**config.mk**
```make
export PLATFORM = sky130hd
export DESIGN_NAME = shortest_remaining_time_scheduler_top
export DESIGN_NICKNAME = d
export VERILOG_FILES = /design/src/hw/rtl/srts_pkg.sv /design/src/hw/rtl/shortest_remaining_time_scheduler_top.sv /design/src/hw/rtl/srts_cell.sv /design/src/hw/rtl/srts_table.sv
export SDC_FILE = /design/constraint.sdc
export NUM_CORES = 2
export LEC_CHECK = 0
export BUFFER_PORTS_ARGS = -buffer_cell sky130_fd_sc_hd__buf_2
export CORE_AREA = 3 3 359 219
export DETAILED_ROUTE_END_ITERATION = 10
export DIE_AREA = 0 0 362 222
export GPL_TIMING_DRIVEN = 1
export HOLD_SLACK_MARGIN = 0.06
export PLACE_DENSITY = 0.69
export SYNTH_ARGS = -nofsm -noshare
export SYNTH_HDL_FRONTEND = slang
export SYNTH_SLANG_ARGS = --single-unit
```
**constraint.sdc**
```tcl
create_clock -name i_clk -period 12.17 [get_ports i_clk]
set_input_delay 1.8255 -clock i_clk [delete_from_list [all_inputs] [get_ports i_clk]]
set_output_delay 1.8255 -clock i_clk [all_outputs]
set_load 0.01 [all_outputs]
```
**src/hw/rtl/srts_pkg.sv**
```systemverilog
// ----------------------------------------------------------------------------
// srts_pkg: shared types and constants of the scheduler
// Entry, request and result formats, table commands, result codes.
// ----------------------------------------------------------------------------
package srts_pkg;

    localparam int QUEUE_DEPTH = 16;
    localparam int TIME_BITS   = 8;
    localparam int CNT_W       = $clog2(QUEUE_DEPTH + 1);

    // request function codes
    localparam logic FUNC_LOAD = 1'b0;
    localparam logic FUNC_STEP = 1'b1;

    // load target carried in proc_status
    localparam logic LOAD_TO_READY = 1'b0;
    localparam logic LOAD_TO_WAIT  = 1'b1;

    // destination codes
    localparam logic [1:0] DEST_NONE  = 2'd0;
    localparam logic [1:0] DEST_DONE  = 2'd1;
    localparam logic [1:0] DEST_WAIT  = 2'd2;
    localparam logic [1:0] DEST_READY = 2'd3;

    // error codes
    localparam logic [1:0] ERR_OK    = 2'd0;
    localparam logic [1:0] ERR_EMPTY = 2'd1;
    localparam logic [1:0] ERR_FULL  = 2'd2;

    typedef struct packed {
        logic [3:0]           id;
        logic [3:0]           prio;
        logic [TIME_BITS-1:0] time_left;
    } t_entry;

    typedef enum logic [1:0] {
        OP_HOLD,
        OP_INSERT,
        OP_POP
    } t_tbl_op;

    typedef struct packed {
        t_tbl_op op;
        t_entry  entry;
    } t_tbl_cmd;

    typedef struct packed {
        logic   full;
        logic   empty;
        t_entry head;
    } t_tbl_stat;

    typedef struct packed {
        logic       func;
        logic [3:0] proc_id;
        logic       proc_status;
        logic [3:0] proc_priority;
        logic [7:0] run_time;
        logic       wake_request;
        logic [7:0] slice_length;
        logic       send_to_wait;
    } t_in;

    typedef struct packed {
        logic       woken_valid;
        logic [3:0] woken_id;
        logic       ran_valid;
        logic [3:0] ran_id;
        logic [3:0] ran_priority;
        logic [7:0] remaining_time;
        logic [1:0] destination;
        logic [1:0] error_code;
    } t_out;

endpackage

```
**src/hw/rtl/shortest_remaining_time_scheduler_top.sv**
```systemverilog
// ----------------------------------------------------------------------------
// shortest_remaining_time_scheduler_top: shortest-remaining-time scheduler
// Ready and wait tables as sorted cell chains, driven by a step sequencer.
// ----------------------------------------------------------------------------
// The block holds two tables of up to QUEUE_DEPTH processes, each kept in
// ascending order of remaining time with a newly inserted entry placed ahead
// of entries of equal time. A load request inserts one process; a step
// request optionally wakes the wait head into the ready table, runs the ready
// head for one slice, and finishes or reinserts it. Every request returns
// exactly one result. One request is handled at a time: the sequencer
// issues its table operations to the cell chains in order (load insert, or
// wake, run pop and reinsert, with no reinsert when the process finishes or
// the ready table is empty), then loads the result register. The result
// register lets a new request be accepted while the previous result is
// still stalled; a finished request waits in its last state only until
// that register frees up.
// ----------------------------------------------------------------------------
module shortest_remaining_time_scheduler_top (
    input  logic           i_clk,
    input  logic           i_rst_n,
    input  logic           i_in_valid,
    output logic           o_in_stall,
    input  srts_pkg::t_in  i_in_data,
    output logic           o_out_valid,
    input  logic           i_out_stall,
    output srts_pkg::t_out o_out_data
);
    import srts_pkg::*;

    typedef enum logic [2:0] {
        S_IDLE,
        S_LOAD,
        S_WAKE,
        S_RUN,
        S_REINS,
        S_DONE
    } t_state;

    t_state    r_state;
    t_in       r_req;      // request under work
    t_out      r_res;      // result being built
    t_out      r_out;      // result offered downstream
    logic      r_out_valid;
    t_entry    r_run;      // process that ran, with its new time

    t_tbl_cmd  w_rdy_cmd;
    t_tbl_cmd  w_wt_cmd;
    t_tbl_stat w_rdy;
    t_tbl_stat w_wt;
    t_entry    w_load;
    logic [TIME_BITS-1:0] w_slice;
    logic      w_wake_go;
    logic      w_out_load;

    // times are kept to TIME_BITS bits
    assign w_load.id        = r_req.proc_id;
    assign w_load.prio      = r_req.proc_priority;
    assign w_load.time_left = TIME_BITS'(r_req.run_time);
    assign w_slice          = TIME_BITS'(r_req.slice_length);

    // wake happens only with something waiting and room in the ready table
    assign w_wake_go = r_req.wake_request && !w_wt.empty && !w_rdy.full;

    // hand the finished result over once the result register is free
    assign w_out_load = (r_state == S_DONE) && (!r_out_valid || !i_out_stall);

    assign o_in_stall  = (r_state != S_IDLE);
    assign o_out_valid = r_out_valid;
    assign o_out_data  = r_out;

    // table commands for the current sequencer state
    always_comb begin
        w_rdy_cmd.op    = OP_HOLD;
        w_rdy_cmd.entry = w_load;
        w_wt_cmd.op     = OP_HOLD;
        w_wt_cmd.entry  = w_load;
        case (r_state)
            S_LOAD: begin
                if (r_req.proc_status == LOAD_TO_READY) begin
                    w_rdy_cmd.op = OP_INSERT;
                end else begin
                    w_wt_cmd.op = OP_INSERT;
                end
            end
            S_WAKE: begin
                // move the wait head straight into the ready chain
                if (w_wake_go) begin
                    w_wt_cmd.op     = OP_POP;
                    w_rdy_cmd.op    = OP_INSERT;
                    w_rdy_cmd.entry = w_wt.head;
                end
            end
            S_RUN: begin
                w_rdy_cmd.op = OP_POP;
            end
            S_REINS: begin
                // a full wait table sends the process back to ready
                w_rdy_cmd.entry = r_run;
                w_wt_cmd.entry  = r_run;
                if (r_req.send_to_wait && !w_wt.full) begin
                    w_wt_cmd.op = OP_INSERT;
                end else begin
                    w_rdy_cmd.op = OP_INSERT;
                end
            end
            default: begin
            end
        endcase
    end

    always_ff @(posedge i_clk) begin
        if (!i_rst_n) begin
            r_state     <= S_IDLE;
            r_out_valid <= 1'b0;
        end else begin
            // offer a new result, or drop the offered one once taken
            if (w_out_load) begin
                r_out_valid <= 1'b1;
            end else if (r_out_valid && !i_out_stall) begin
                r_out_valid <= 1'b0;
            end
            case (r_state)
                S_IDLE: begin
                    if (i_in_valid) begin
                        r_req   <= i_in_data;
                        r_res   <= '0;
                        r_state <= (i_in_data.func == FUNC_STEP) ? S_WAKE : S_LOAD;
                    end
                end
                S_LOAD: begin
                    if (r_req.proc_status == LOAD_TO_READY ? w_rdy.full : w_wt.full) begin
                        r_res.error_code <= ERR_FULL;
                    end
                    r_state <= S_DONE;
                end
                S_WAKE: begin
                    if (w_wake_go) begin
                        r_res.woken_valid <= 1'b1;
                        r_res.woken_id    <= w_wt.head.id;
                    end else if (r_req.wake_request && !w_wt.empty) begin
                        r_res.error_code <= ERR_FULL;
                    end
                    r_state <= S_RUN;
                end
                S_RUN: begin
                    if (w_rdy.empty) begin
                        r_res.error_code <= ERR_EMPTY;
                        r_state          <= S_DONE;
                    end else begin
                        r_res.ran_valid    <= 1'b1;
                        r_res.ran_id       <= w_rdy.head.id;
                        r_res.ran_priority <= w_rdy.head.prio;
                        if (w_rdy.head.time_left <= w_slice) begin
                            r_res.remaining_time <= '0;
                            r_res.destination    <= DEST_DONE;
                            r_state              <= S_DONE;
                        end else begin
                            r_run.id             <= w_rdy.head.id;
                            r_run.prio           <= w_rdy.head.prio;
                            r_run.time_left      <= w_rdy.head.time_left - w_slice;
                            r_res.remaining_time <= 8'(w_rdy.head.time_left - w_slice);
                            r_state              <= S_REINS;
                        end
                    end
                end
                S_REINS: begin
                    if (r_req.send_to_wait && !w_wt.full) begin
                        r_res.destination <= DEST_WAIT;
                    end else begin
                        r_res.destination <= DEST_READY;
                        if (r_req.send_to_wait) begin
                            r_res.error_code <= ERR_FULL;
                        end
                    end
                    r_state <= S_DONE;
                end
                S_DONE: begin
                    // hold until the result register is free
                    if (w_out_load) begin
                        r_out   <= r_res;
                        r_state <= S_IDLE;
                    end
                end
                default: begin
                    r_state <= S_IDLE;
                end
            endcase
        end
    end

    srts_table u_ready (
        .i_clk   (i_clk),
        .i_rst_n (i_rst_n),
        .i_cmd   (w_rdy_cmd),
        .o_stat  (w_rdy)
    );

    srts_table u_wait (
        .i_clk   (i_clk),
        .i_rst_n (i_rst_n),
        .i_cmd   (w_wt_cmd),
        .o_stat  (w_wt)
    );

endmodule

```
**src/hw/rtl/srts_cell.sv**
```systemverilog
// ----------------------------------------------------------------------------
// srts_cell: one slot of a sorted table
// Holds one entry; on insert shifts right or captures the new entry,
// on pop takes the entry of its right neighbor.
// ----------------------------------------------------------------------------
module srts_cell (
    input  logic            i_clk,
    input  srts_pkg::t_tbl_op i_op,
    input  srts_pkg::t_entry  i_new,
    input  srts_pkg::t_entry  i_left,
    input  logic            i_left_disp,
    input  srts_pkg::t_entry  i_right,
    input  logic            i_occupied,
    input  logic            i_at_end,
    output srts_pkg::t_entry  o_entry,
    output logic            o_disp
);
    import srts_pkg::*;

    t_entry r_entry;

    // new entry goes ahead of any entry with the same time
    assign o_disp  = i_occupied && (i_new.time_left <= r_entry.time_left);
    assign o_entry = r_entry;

    always_ff @(posedge i_clk) begin
        case (i_op)
            OP_INSERT: begin
                if (i_left_disp) begin
                    r_entry <= i_left;
                end else if (o_disp || i_at_end) begin
                    r_entry <= i_new;
                end
            end
            OP_POP: begin
                r_entry <= i_right;
            end
            default: begin
            end
        endcase
    end

endmodule

```
**src/hw/rtl/srts_table.sv**
```systemverilog
// ----------------------------------------------------------------------------
// srts_table: sorted table built from a chain of cells
// Keeps the fill count; entries at or above the count are don't-care.
// ----------------------------------------------------------------------------
module srts_table (
    input  logic              i_clk,
    input  logic              i_rst_n,
    input  srts_pkg::t_tbl_cmd  i_cmd,
    output srts_pkg::t_tbl_stat o_stat
);
    import srts_pkg::*;

    logic [CNT_W-1:0] r_count;
    logic             w_full;
    logic             w_empty;
    t_tbl_op          w_op;
    t_entry           w_entry [QUEUE_DEPTH];
    logic             w_disp  [QUEUE_DEPTH];
    t_entry           w_left  [QUEUE_DEPTH];
    t_entry           w_right [QUEUE_DEPTH];
    logic             w_ldisp [QUEUE_DEPTH];

    assign w_full  = (r_count == CNT_W'(QUEUE_DEPTH));
    assign w_empty = (r_count == '0);

    // drop operations the table cannot take
    always_comb begin
        w_op = i_cmd.op;
        if ((i_cmd.op == OP_INSERT && w_full) || (i_cmd.op == OP_POP && w_empty)) begin
            w_op = OP_HOLD;
        end
    end

    always_comb begin
        for (int k = 0; k < QUEUE_DEPTH; k++) begin
            if (k == 0) begin
                w_left[k]  = '0;
                w_ldisp[k] = 1'b0;
            end else begin
                w_left[k]  = w_entry[k-1];
                w_ldisp[k] = w_disp[k-1];
            end
            if (k == QUEUE_DEPTH - 1) begin
                w_right[k] = '0;
            end else begin
                w_right[k] = w_entry[k+1];
            end
        end
    end

    for (genvar gi = 0; gi < QUEUE_DEPTH; gi++) begin : g_cell
        srts_cell u_cell (
            .i_clk       (i_clk),
            .i_op        (w_op),
            .i_new       (i_cmd.entry),
            .i_left      (w_left[gi]),
            .i_left_disp (w_ldisp[gi]),
            .i_right     (w_right[gi]),
            .i_occupied  (CNT_W'(gi) < r_count),
            .i_at_end    (CNT_W'(gi) == r_count),
            .o_entry     (w_entry[gi]),
            .o_disp      (w_disp[gi])
        );
    end

    always_ff @(posedge i_clk) begin
        if (!i_rst_n) begin
            r_count <= '0;
        end else begin
            case (w_op)
                OP_INSERT: r_count <= r_count + CNT_W'(1);
                OP_POP:    r_count <= r_count - CNT_W'(1);
                default:   r_count <= r_count;
            endcase
        end
    end

    assign o_stat.full  = w_full;
    assign o_stat.empty = w_empty;
    assign o_stat.head  = w_entry[0];

    a_count_max: assert property (@(posedge i_clk) disable iff (!i_rst_n)
        r_count <= CNT_W'(QUEUE_DEPTH))
        else $error("table count above depth");

    a_insert_inc: assert property (@(posedge i_clk) disable iff (!i_rst_n)
        w_op == OP_INSERT |=> r_count == $past(r_count) + CNT_W'(1))
        else $error("insert did not grow table");

    a_pop_dec: assert property (@(posedge i_clk) disable iff (!i_rst_n)
        w_op == OP_POP |=> r_count == $past(r_count) - CNT_W'(1))
        else $error("pop did not shrink table");

    a_sorted_head: assert property (@(posedge i_clk) disable iff (!i_rst_n)
        r_count >= CNT_W'(2) |-> w_entry[0].time_left <= w_entry[1].time_left)
        else $error("table head out of order");

endmodule

```
# --- Word-level counts from Yosys, hierarchy flattened ---
# Cells that the tools add are included.
op_classes:
  addsub: 5
  n_lt_le_gt_ge: 65
  n_eq_ne: 88
  muxes: 133
  n_bitwise: 2
  reduce_logical: 133
op_table:
  columns: ["op", "count"]
  rows:
  - ["$pmux W16 S2", 33]
  - ["$mux W16", 63]
  - ["$le A8 B8 Y1", 33]
  - ["$ne A3 B3 Y1 const B", 30]
  - ["$eq A4 B5 Y1 const A", 16]
  - ["$lt A4 B5 Y1 const A", 16]
  - ["$reduce_and A2 Y1", 33]
  - ["$logic_and A1 B1 Y1", 41]
  - ["$eq A3 B5 Y1 const A", 8]
  - ["$lt A3 B5 Y1 const A", 8]
  - ["$logic_or A1 B1 Y1", 35]
  - ["$pmux W17 S2", 1]
  - ["$pmux W5 S2", 3]
  - ["$mux W26", 1]
  - ["$ne A2 B2 Y1 const B", 12]
  - ["$mux W2", 11]
  - ["$eq A2 B5 Y1 const A", 4]
  - ["$lt A1 B5 Y1 const A", 4]
  - ["$lt A2 B5 Y1 const A", 4]
  - ["$mux W19", 1]
  - ["$mux W17", 1]
  - ["$pmux W3 S5", 1]
  - ["$pmux W2 S3", 2]
  - ["$reduce_and A4 Y1", 3]
  - ["other kinds (28)", 62]
word_totals:
  register_bits: 621
  output_inout_bits: 28

# --- Depth between registers and ports, before layout ---
logic_depth:
  ltp_word: 13
  depth_mapped: 18
  depth_no_buf: 14

# --- Cells and area by module ---
# Synthesis repeated with hierarchy kept, for this count alone.
unflattened:
  hier_cells: 3744
  area_unflattened_um2: 39006.2
modules_own_cells:
  columns: ["mod", "instances", "cells_per_inst", "area_per_inst_um2", "seq_area_each_um2"]
  rows:
  - ["srts_cell", 32, 101, 1038.5, 480.5]
  - ["shortest_remaining_time_scheduler_top", 1, 315, 4386.7, 2932.8]
  - ["srts_table (u_wait)", 1, 100, 700.7, 100.1]
  - ["srts_table (u_ready)", 1, 97, 686.9, 100.1]

# --- Worst setup path before layout ---
# No wires, ideal clock.
synth_path:
  path_type: "flip-flop to flip-flop"
  from: "reg u_ready.r_count[1]"
  to: "reg u_ready.g_cell[1].u_cell.r_entry (netlist bit u_ready.g_cell[1].u_cell.o_entry[0]) (enable)"
  arrival_time_ns: 5.253
  required_time_ns: 11.771
  path_slack_ns: 6.518
  stages_incl_launch_ff: 18
  path_cell_list: "dfxtp_1 > clkbuf_1 > inv_1 > ha_1 > and4bb_2 > a2111oi_4 > nor2_2 > buf_6 > a221o_1 > buf_2 > ha_1 > nand4_1 > nor3_1 > nor2_1 > a211oi_1 > clkbuf_1 > inv_1 > a31oi_1"
synth_between:
  elab_chain_cells: 12
  word_cells_on_any_way: 26
synth_rtl:
  columns: ["element", "line", "text"]
  rows:
  - ["from (decl)", "srts_table.sv:13", "logic [CNT_W-1:0] r_count;"]
  - ["from (signal assigned)", "srts_table.sv:71", "OP_INSERT: r_count <= r_count + CNT_W'(1);"]
  - ["from (signal assigned)", "srts_table.sv:72", "OP_POP: r_count <= r_count - CNT_W'(1);"]
  - ["from (signal assigned)", "srts_table.sv:73", "default: r_count <= r_count;"]
  - ["parallel branches: the longest is 11 deep, another holds $le A8 B8 Y1", null, null]
  - ["$reduce_and A2 Y1 (no line) (*)", null, null]
  - ["to (signal assigned)", "srts_cell.sv:30", "r_entry <= i_left;"]
  - ["to (signal assigned)", "srts_cell.sv:32", "r_entry <= i_new;"]
  - ["to (signal assigned)", "srts_cell.sv:36", "r_entry <= i_right;"]
  - ["to (decl)", "srts_cell.sv:20", "t_entry r_entry;"]
# Every way passes the cells marked *.
# A chain may end at the register's enable or synchronous reset.

# --- Worst setup path after layout ---
layout_path:
  from: "reg u_ready.r_count[1]"
  to: "reg u_ready.g_cell[2].u_cell.r_entry (netlist bit u_ready.g_cell[2].u_cell.o_entry[11]) (enable)"
layout_between:
  elab_chain_cells: 12
  word_cells_on_any_way: 26
layout_rtl:
  columns: ["element", "line"]
  rows:
  - ["parallel branches: the longest is 11 deep, another holds $le A8 B8 Y1", null]
  - ["$reduce_and A2 Y1 (no line) (*)", null]
  - ["to (signal assigned)", "srts_cell.sv:30"]
  - ["to (signal assigned)", "srts_cell.sv:32"]
  - ["to (signal assigned)", "srts_cell.sv:36"]
  - ["to (decl)", "srts_cell.sv:20"]
# Marked as above.

==> impl_metrics.ini <==
[logic_synthesis]
synth_net_count = 3960
count_of_mapped_cells_out_of_synthesis = 3649
synth_edf_count = 607
netlist_area_sq_mm = 0.0377
yosysSeqAreaShare_pct = 49.0
synth_ff_type = edfxtp_1
synthArstFlopShare_pct = 0
ys_warn_count = 0
synth-seq-cells = 621
postSynthAreaPerCell_sq_um = 10.3
number_of_distinct_library_cell_variants_in_the_gate_level_netlist_after_synthesis = 77

[finish]
fillerInstances = 6525
drive_above_1_share_pct = 8.32
most_frequent_cells_in_the_layout = 607 x edfxtp_1, 361 x nand2_1, 309 x inv_1, 278 x mux2i_1, 277 x o21ai_0
mostFrequentLayoutCell = edfxtp_1
finish.net_count = 3918
final_cells = 4657
fin_area_sq_mm = 0.0411
synthToLayoutAreaGrowth_pct = 8.86

[floorplanning]
start_util_pct = 50.0
die-width_um = 362
die_area_sq_mm = 0.0804
die_h_um = 222
area_of_the_core_region_sq_mm = 0.0754
core.rowCount = 78
boundaryPins = 60

[detailed_routing]
drt-pass1-iter-count = 6
initial_drc_count = 4309
detail_route.wl_per_cell_um = 24.4
drt-total-wl_um = 114000
post_drt_via_cell_ratio = 6.37
route.detailed.drc = 0
via_count = 29700
route.antenna.remaining_nets = 0

[global_route]
grt_remaining_overflow = 0
antenna_found_initial = 3
wire_length_of_the_first_global_routing_pass_um = 170000
maximum_number_of_pins_on_one_net_before_global_route_repair = 202
grt_pass1_vias = 26800
grt_usage_pct = 27.6

[worst_setup_path]
timing.critical_path.mode_cell = inv_1
critical_path.startpoint_type = flip-flop
path_cells = inv_1 > ha_1 > and4bb_2 > a2111oi_4 > nor2_2 > a221o_1 > inv_1 > buf_4 > ha_1 > and4b_1 > a211oi_1 > o22ai_1 > a211oi_2 > buf_4 > inv_1 > a31oi_2
critical_path.max_fanout = 20
data_arrival_time_of_the_critical_path_ps = 7590
delay_contributed_by_the_slowest_stage_of_the_critical_path_ps = 1150
rrSetupSlack_ps = 4850
worst_setup_end_kind = flip-flop
worst_path_max_delay_cell = a2111oi_4
worst-setup-path-type = reg2reg
timing.critical_path.required_ps = 12440

[pwr]
power_uw = 6340
cellLeakagePower_uw = 0.0160
ir_drop_v = 0.000119
power_density_mw_per_mm2 = 154

[timing]
finalWorstPathRequiredPeriod_ps = 7320
slew-limit-headroom_pct = 7.41
min_setup_slack_post_route_ps = 4850
layout_worst_path_cycle_share_pct = 60.2
finalMaxSlewViolations = 0
max_freq_ghz = 0.137
finalHoldViolCount = 0
clock-skew-final_ps = 25.3
setup_viol = 0
fin_setup_tns_ps = 0
tightestPinTransition_ps = 1380
setup_repair_after_global_routing_missed_its_margin = no

[placed_design]
gp_congestion = 0.957
portBuffers = 59
placed_area_sq_mm = 0.0392
dp_hpwl_um = 82200
pre_cts_slack_ps = 5130
dp.cells = 4545

[clock_tree]
cts-htree-levels = 2
clkSlewWorstSetupHoldPaths_ps = 70
cts_post_setup_buffers_inserted = 0
cts.repair.resized = 0
post_cts_hold_buffer_count = 0
tritoncts = yes
clock-sinks = 621
cts_made_buffers = 60
cts-root-buf = clkbuf_16
clock_insertion_delay_worst_skew_ps = 660
ctsLongestPathBuffers = 3

[flow_run]
cap_violations = 0

[worst_hold_path]
class_of_the_tightest_hold_or_removal_check = reg2reg

[outcome]
outcome = finished, final reports clean
-- critical path: cells and delay by family (launching register included) --
kind | cells | cell delay (ps)
and+or+nand+nor | 3 | 920
DFF | 1 | 680
adders and majority gates | 2 | 540
AOI/OAI and AO/OA | 6 | 3270
buffers and inverters | 5 | 1470
-- cells by family after synthesis --
family                     after synthesis  share of synthesized area, %
xor gates and xnor gates                12                         0.278
adders and majority gates              279                          9.27
DFF                                    621                          49.0
muxes                                  287                          7.70
buffers and inverters                  554                          5.78
and+or+nand+nor                       1012                          12.6
AOI/OAI and AO/OA                      884                          15.4
-- power by group --
part	switching [uW]	internal (uW)	leakage (uW)
Clock	870	972	0.000897
Sequential	169	2720	0.00570
Combinational	1060	552	0.00938
Total	2100	4240	0.0160
-- sequential cells by signal, summed over array words and instances (netlist names) --
signal	cells
o_out_data	26
o_out_valid	1
r_req	19
r_res	26
r_run	16
r_state	3
u_ready.g_cell.u_cell.o_entry	256
u_ready.r_count	5
u_wait.g_cell.u_cell.o_entry	256
u_wait.r_count	5
w_slice	8
-- per-layer routing --
layer  global-route usage [%]  vias to the layer above  part of all wire [%]
li1                         -                    13500                     -
met1                     46.6                    14300                    48
met2                     31.6                     1719                    35
met3                     11.0                      117                    16
met4                     4.27                        4                   1.3
met5                        0                        -                 0.026
-- worst paths after layout --
check / endpoint / cells after the start / startpoint
max: u_ready.g_cell[2].u_cell.o_entry[11]$_DFFE_PP_ / 16 / u_ready.r_count[1]$_SDFFE_PN0P_
min: o_out_data[9]$_DFFE_PP_ / 0 / r_res[9]$_SDFFCE_PP0P_
max reg2reg: u_ready.g_cell[2].u_cell.o_entry[11]$_DFFE_PP_ / 16 / u_ready.r_count[1]$_SDFFE_PN0P_
min reg2reg: o_out_data[9]$_DFFE_PP_ / 0 / r_res[9]$_SDFFCE_PP0P_
-- stage by stage --
step	util (%)	hold slack, ps
6_report	54.5	411
5_1_grt	54.5	421
4_1_cts	54.5	404
3_5_place_dp	52.0	405
3_3_place_gp	52.0	402
2_1_floorplan	-	400
-- synthesized netlist by cell type, types with 62 or more instances --
cell      number  share of area [%]
edfxtp_1     607                 48
mux2i_1      278                7.4
nand2_1      361                3.6
a221oi_1     166                3.9
nor3_1       160                2.1
a21oi_1      193                2.6
and3_1        62                1.0
ha_1         278                9.2
clkbuf_1     190                1.9
nor2_1       215                2.1
inv_1        309                3.1
o21ai_0      281                3.7
-- cell type report --
type / count / area, sq um / share of cell area, %
diodes: 1 / 2.50 / 0.00609
flip-flops and latches: 621 / 18500 / 45.0
clock inverters: 35 / 275 / 0.670
multi-input cells: 2474 / 17400 / 42.4
inverters: 309 / 1160 / 2.82
clock buffers: 76 / 1560 / 3.80
repair buffers: 141 / 923 / 2.25
well taps: 1000 / 1250 / 3.05
No activity file was read; power rests on OpenSTA's default activity.
